[config.mk]
export PLATFORM = sky130hd
export DESIGN_NAME = sorted_priority_queue
export DESIGN_NICKNAME = d
export VERILOG_FILES = /design/src/rtl/spq_pkg.sv /design/src/rtl/spq_cell.sv /design/src/rtl/sorted_priority_queue.sv
export SDC_FILE = /design/constraint.sdc
export NUM_CORES = 2
export LEC_CHECK = 0
export BUFFER_PORTS_ARGS = -buffer_cell sky130_fd_sc_hd__buf_2
export CORE_MARGIN = 2
export CORE_UTILIZATION = 60
export DETAILED_ROUTE_END_ITERATION = 6
export MAX_ROUTING_LAYER = met4
export PLACE_DENSITY = 0.8
export SYNTH_ARGS = -nofsm -noshare
export SYNTH_HDL_FRONTEND = slang
export SYNTH_HIERARCHICAL = 1
export SYNTH_SLANG_ARGS = --single-unit
[constraint.sdc]
create_clock -name i_clk -period 12.1 [get_ports i_clk]
set_input_delay 3.025 -clock i_clk [delete_from_list [all_inputs] [get_ports i_clk]]
set_output_delay 3.025 -clock i_clk [all_outputs]
set_load 0.01 [all_outputs]
[src/rtl/spq_pkg.sv]
// Package for the sorted priority queue: capacity, widths, codes and the
// structs passed between the queue control and the row of storage cells.
// No dependencies.
package spq_pkg;

    localparam int CAPACITY = 16;
    localparam int KEY_W    = 32;
    localparam int FILL_W   = $clog2(CAPACITY + 1);
    localparam int COUNT_W  = 5;

    typedef enum logic {
        OP_INSERT = 1'b0,
        OP_REMOVE = 1'b1
    } t_op;

    typedef enum logic [1:0] {
        ST_DONE  = 2'd0,
        ST_FULL  = 2'd1,
        ST_EMPTY = 2'd2
    } t_status;

    // Broadcast to every cell in the accepting cycle.
    typedef struct packed {
        logic                    ins;   // insert taken, store not full
        logic                    rem;   // remove taken, store not empty
        logic signed [KEY_W-1:0] key;   // key being inserted
    } t_cell_cmd;

    // Handed from a cell to its right neighbor.
    typedef struct packed {
        logic                    go;    // new key lands at or left of here
        logic signed [KEY_W-1:0] key;   // current contents of the cell
    } t_link;

endpackage

[src/rtl/spq_cell.sv]
// One storage cell of the sorted queue: holds one key, compares it with
// the broadcast key and shifts left or right with its neighbors.
// Depends on spq_pkg.
module spq_cell
    import spq_pkg::*;
(
    input  logic                    i_clk,
    input  t_cell_cmd               i_cmd,
    input  logic                    i_occ,
    input  t_link                   i_left,
    input  logic signed [KEY_W-1:0] i_right_key,
    output t_link                   o_link,
    output logic signed [KEY_W-1:0] o_next_key
);

    logic signed [KEY_W-1:0] r_key;
    logic signed [KEY_W-1:0] n_key;
    logic                    w_go;

    // Empty slot or strictly greater key: the new key goes here or earlier.
    assign w_go = !i_occ || (i_cmd.key < r_key);

    always_comb begin
        n_key = r_key;
        if (i_cmd.ins && w_go) begin
            n_key = i_left.go ? i_left.key : i_cmd.key;
        end else if (i_cmd.rem) begin
            n_key = i_right_key;
        end
    end

    always_ff @(posedge i_clk) begin
        r_key <= n_key;
    end

    assign o_link.go   = w_go;
    assign o_link.key  = r_key;
    assign o_next_key  = n_key;

endmodule

[src/rtl/sorted_priority_queue.sv]
// Sorted priority queue, top level: fill counter, handshakes, result
// register and the row of CAPACITY storage cells. Depends on spq_pkg, spq_cell.
//
// Bounded min-priority queue of signed 32-bit keys kept in ascending order
// across a row of cells. Each input item inserts i_key (i_op = 0) or
// removes the smallest key (i_op = 1); equal keys leave in arrival order.
// For every item, all cells compare against the new key at once and
// shift one place in the same edge, so a new item is accepted in every
// cycle in which the result register is empty or being drained.
// Each item yields one result item, registered, in the cycle after
// acceptance: status (0 done, 1 insert refused on full, 2 remove refused
// on empty), the smallest key after the step (0 when empty), the count and
// an empty flag. Refused items leave the store untouched. Stored keys are
// not cleared by reset; only the fill count and result valid flag are,
// and slots past the fill count are never reported.
module sorted_priority_queue
    import spq_pkg::*;
(
    input  logic                    i_clk,
    input  logic                    i_rst_n,
    // input items
    input  logic                    i_valid,
    output logic                    o_ready,
    input  logic                    i_op,
    input  logic signed [KEY_W-1:0] i_key,
    // result items
    output logic                    o_valid,
    input  logic                    i_ready,
    output logic [1:0]              o_status,
    output logic signed [KEY_W-1:0] o_min_key,
    output logic [COUNT_W-1:0]      o_count,
    output logic                    o_is_empty
);

    logic [FILL_W-1:0]       r_fill;
    logic [FILL_W-1:0]       n_fill;
    logic                    r_out_valid;
    logic [1:0]              r_status;
    logic signed [KEY_W-1:0] r_min_key;
    logic [COUNT_W-1:0]      r_count;
    logic                    r_is_empty;

    logic      w_accept;
    logic      w_full;
    logic      w_empty;
    t_status   w_status;
    t_cell_cmd w_cmd;

    t_link                   w_link [CAPACITY];
    logic signed [KEY_W-1:0] w_next_key [CAPACITY];
    logic                    w_occ [CAPACITY];

    // Result register frees up when drained, so accept alongside the drain.
    assign o_ready  = !r_out_valid || i_ready;
    assign w_accept = i_valid && o_ready;

    assign w_full  = (r_fill == FILL_W'(CAPACITY));
    assign w_empty = (r_fill == '0);

    always_comb begin
        w_cmd.key = i_key;
        w_cmd.ins = w_accept && (t_op'(i_op) == OP_INSERT) && !w_full;
        w_cmd.rem = w_accept && (t_op'(i_op) == OP_REMOVE) && !w_empty;
    end

    always_comb begin
        case (t_op'(i_op))
            OP_INSERT: w_status = w_full  ? ST_FULL  : ST_DONE;
            OP_REMOVE: w_status = w_empty ? ST_EMPTY : ST_DONE;
            default:   w_status = ST_DONE;
        endcase
    end

    always_comb begin
        n_fill = r_fill;
        if (w_cmd.ins) begin
            n_fill = r_fill + FILL_W'(1);
        end else if (w_cmd.rem) begin
            n_fill = r_fill - FILL_W'(1);
        end
    end

    // Cell row: cell 0 holds the minimum. Left edge never forwards, the
    // last cell refills from itself on a remove (slot then lies past fill).
    for (genvar g = 0; g < CAPACITY; g++) begin : g_cell
        t_link                   w_left;
        logic signed [KEY_W-1:0] w_right_key;

        assign w_occ[g] = (FILL_W'(g) < r_fill);

        if (g == 0) begin : g_first
            assign w_left.go  = 1'b0;
            assign w_left.key = i_key;
        end else begin : g_mid
            assign w_left = w_link[g-1];
        end

        if (g == CAPACITY - 1) begin : g_last
            assign w_right_key = w_link[g].key;
        end else begin : g_inner
            assign w_right_key = w_link[g+1].key;
        end

        spq_cell u_cell (
            .i_clk       (i_clk),
            .i_cmd       (w_cmd),
            .i_occ       (w_occ[g]),
            .i_left      (w_left),
            .i_right_key (w_right_key),
            .o_link      (w_link[g]),
            .o_next_key  (w_next_key[g])
        );
    end

    always_ff @(posedge i_clk) begin
        if (!i_rst_n) begin
            r_fill      <= '0;
            r_out_valid <= 1'b0;
        end else begin
            r_fill <= n_fill;
            if (w_accept) begin
                r_out_valid <= 1'b1;
            end else if (i_ready) begin
                r_out_valid <= 1'b0;
            end
        end
    end

    // Result payload, state after the step.
    always_ff @(posedge i_clk) begin
        if (w_accept) begin
            r_status   <= w_status;
            r_min_key  <= (n_fill != '0) ? w_next_key[0] : '0;
            r_count    <= COUNT_W'(n_fill);
            r_is_empty <= (n_fill == '0);
        end
    end

    assign o_valid    = r_out_valid;
    assign o_status   = r_status;
    assign o_min_key  = r_min_key;
    assign o_count    = r_count;
    assign o_is_empty = r_is_empty;

endmodule
==> metrics.md <==
| Metric | Value |
|---|---|
| Fin crit period | ~6.7 ns |
| Gr ovfl total | 0 |
| Routed WL | approximately 95 mm |
| Status | finished clean |
| Nets | 4872 |
| Post-Synthesis Cells | 4340 |
| CP startpoint | i_ready |
| P per Cell Area | 229 nW/um^2 |
| First-pass GRT wire length | about 160 mm |
| CTS clk-pin slew, worst paths | approximately 0.060 ns |
| Layout Cells excl Fill | between 5k and 6k |
| Total power | 10.5 mW |
| Placed cell area | approximately 44000 um^2 |
| Site row count | 98 |
| Cts-stage hold buffer count | 0 |
| WP buf/inv | 3 |
| Via Count | 31.4k |
| Clk sink count | 558 |
| Kind of critical path | input pin to output port |
| Peak VDD IR | 140 uV |
| Share of cells above drive strength 1 | 0.0830 |
| CP max stage delay | 0.27 ns |
| Hold crit path type | flop to flop |
| Worst skew pair latency | 0.66 ns |
| CP dominant cell by count | buf_2 |
| Slew HR | 0.199 |
| Antenna violations before repair | 0 |
| Placed Instances | 5222 |
| Worst EP required | 9.07 ns |
| RSZ-0062 raised after global routing | false |
| Root buffer cell | clkbuf_16 |
| Avg Inst Size Synth | 9.89 um^2 |
| Cell area after synthesis | 42900 um^2 |
| CTS H-tree depth | 2 |
| Dpl hpwl | roughly 69 mm |
| Die H | 271 um |
| Leak | between 20 and 25 nW |
| ANT cells | 0 |
| WHS | 0.574 ns |
| Final core utilization | 0.646 |
| Die X | 271 um |
| Max Cap Violations | 0 |
| Placer Congestion | 0.848 |
| Die area | 73700 um^2 |
| Area growth syn-to-layout | 7.10% |
| Initial Util | 0.603 |
| Fin crit share | 0.557 |
| Setup crit start kind | input pin |
| Arrival time worst endpoint | roughly 3.7 ns |
| Core area | 71100 um^2 |
| Synthesized Nets | 4877 |
| CP top delay family | buffers and inverters |
| DR iter-0 viols | 1238 |
| Bufs on Longest Clock Path | 3 |
| Skew final | 0.0160 ns |
| Post-CTS setup buffer count | 0 |
| Min-delay src | g_cell[15].u_cell/r_key[9] |
| CP endpoint kind | output port |
| Final WS setup | 5.36 ns |
| Drt drc | 0 |
| Crit Reg-Reg Startpoint | r_fill[0] |
| Post-CTS sizing | 0 |
| Routed vias/inst | between 5 and 6 |
| CP max-delay cell | nor2b_2 |
| Yosys warning count | 6 |
| Tightest Pin Transition | about 1.2 ns |
| Final setup viols | 0 |
| Largest net degree at the start of global routing | about 140 |
| Port Buffers | 78 |
| CTS buffer count | 61 |
| IO Count | 79 |
| Wire per inst | roughly 18 um |
| Design area | 46000 um^2 |
| Gr usage total | 0.261 |
| Setup_tns | 0 ns |
| Vias in the first global route | 32.8k |
| Final Hold Viols | 0 |
| Crit-path cells | buf_2 > nor2b_2 > inv_1 > buf_2 |
| Fin. max-slew vios | 0 |
| Router iterations before antenna repair | 5 |
| CTS tree | done |
| Max Freq | between 0.1 and 0.15 GHz |
| Worst slack, placed | 5.35 ns |
| Antenna Nets Post-Route | 0 |
| Critical-path maximum fanout | 6 |
[sequential cells by signal (all words and copies together), names as in the netlist]
register	count
g_cell.u_cell/r_key	512
o_min_key	32
o_count	5
r_fill	5
o_status	2
o_is_empty	1
o_valid	1
[area by class of cell]
class,count,area [um^2]
clock inverters,47,440
repair buffers,135,856
inverters,539,2020
multi-input cells,3040,28300
flip-flops and latches,558,11600
well taps,950,1190
clock buffers,69,1600
fillers,5665,25200
[tightest hold or removal path, stage by stage, from the launching register on]
cell and delay [ns]:
dfxtp_1 0.33, mux2i_1 0.12, mux2i_1 0.07
[metal layers]
metal | up-vias | track usage | routed length [um]
met2 | 343 | 0.460 | 47000
li1 | 15700 | - | -
met5 | - | - | 0
met1 | 15300 | 0.319 | 43400
met3 | 132 | 0.0258 | 2360
met4 | 0 | 0.0652 | 1840
[power by group]
group / switching (mW) / internal, mW / total, mW / leakage [nW]
registers: 0.882 / 2.77 / 3.65 / 4.73
logic: 2.62 / 2.33 / 4.95 / 15.8
clock network: 0.834 / 1.10 / 1.93 / 1.01
[cell usage in the layout, fill, tap and decap left out, types with 24 or more instances in the layout]
master / n
buf_2: 78
clkbuf_16: 61
inv_1: 537
buf_4: 54
a21oi_1: 212
nand2_1: 173
edfxtp_1: 40
and4_1: 32
nand4_1: 64
nor3_1: 35
mux2i_1: 1537
nand2b_1: 48
clkinv_2: 24
o21a_1: 31
o21ai_0: 93
ha_1: 500
dfxtp_1: 518
nor2_1: 37
nand3_1: 33
[worst paths after layout]
check	to	slack, ns	cells after the start
max	o_ready	5.36	4
min	g_cell[15].u_cell/r_key[9]	0.57	2
max reg2reg	g_cell[13].u_cell/r_key[4]	7.74	8
min reg2reg	g_cell[15].u_cell/r_key[9]	0.57	2
Power figures use the tool's default switching activity.
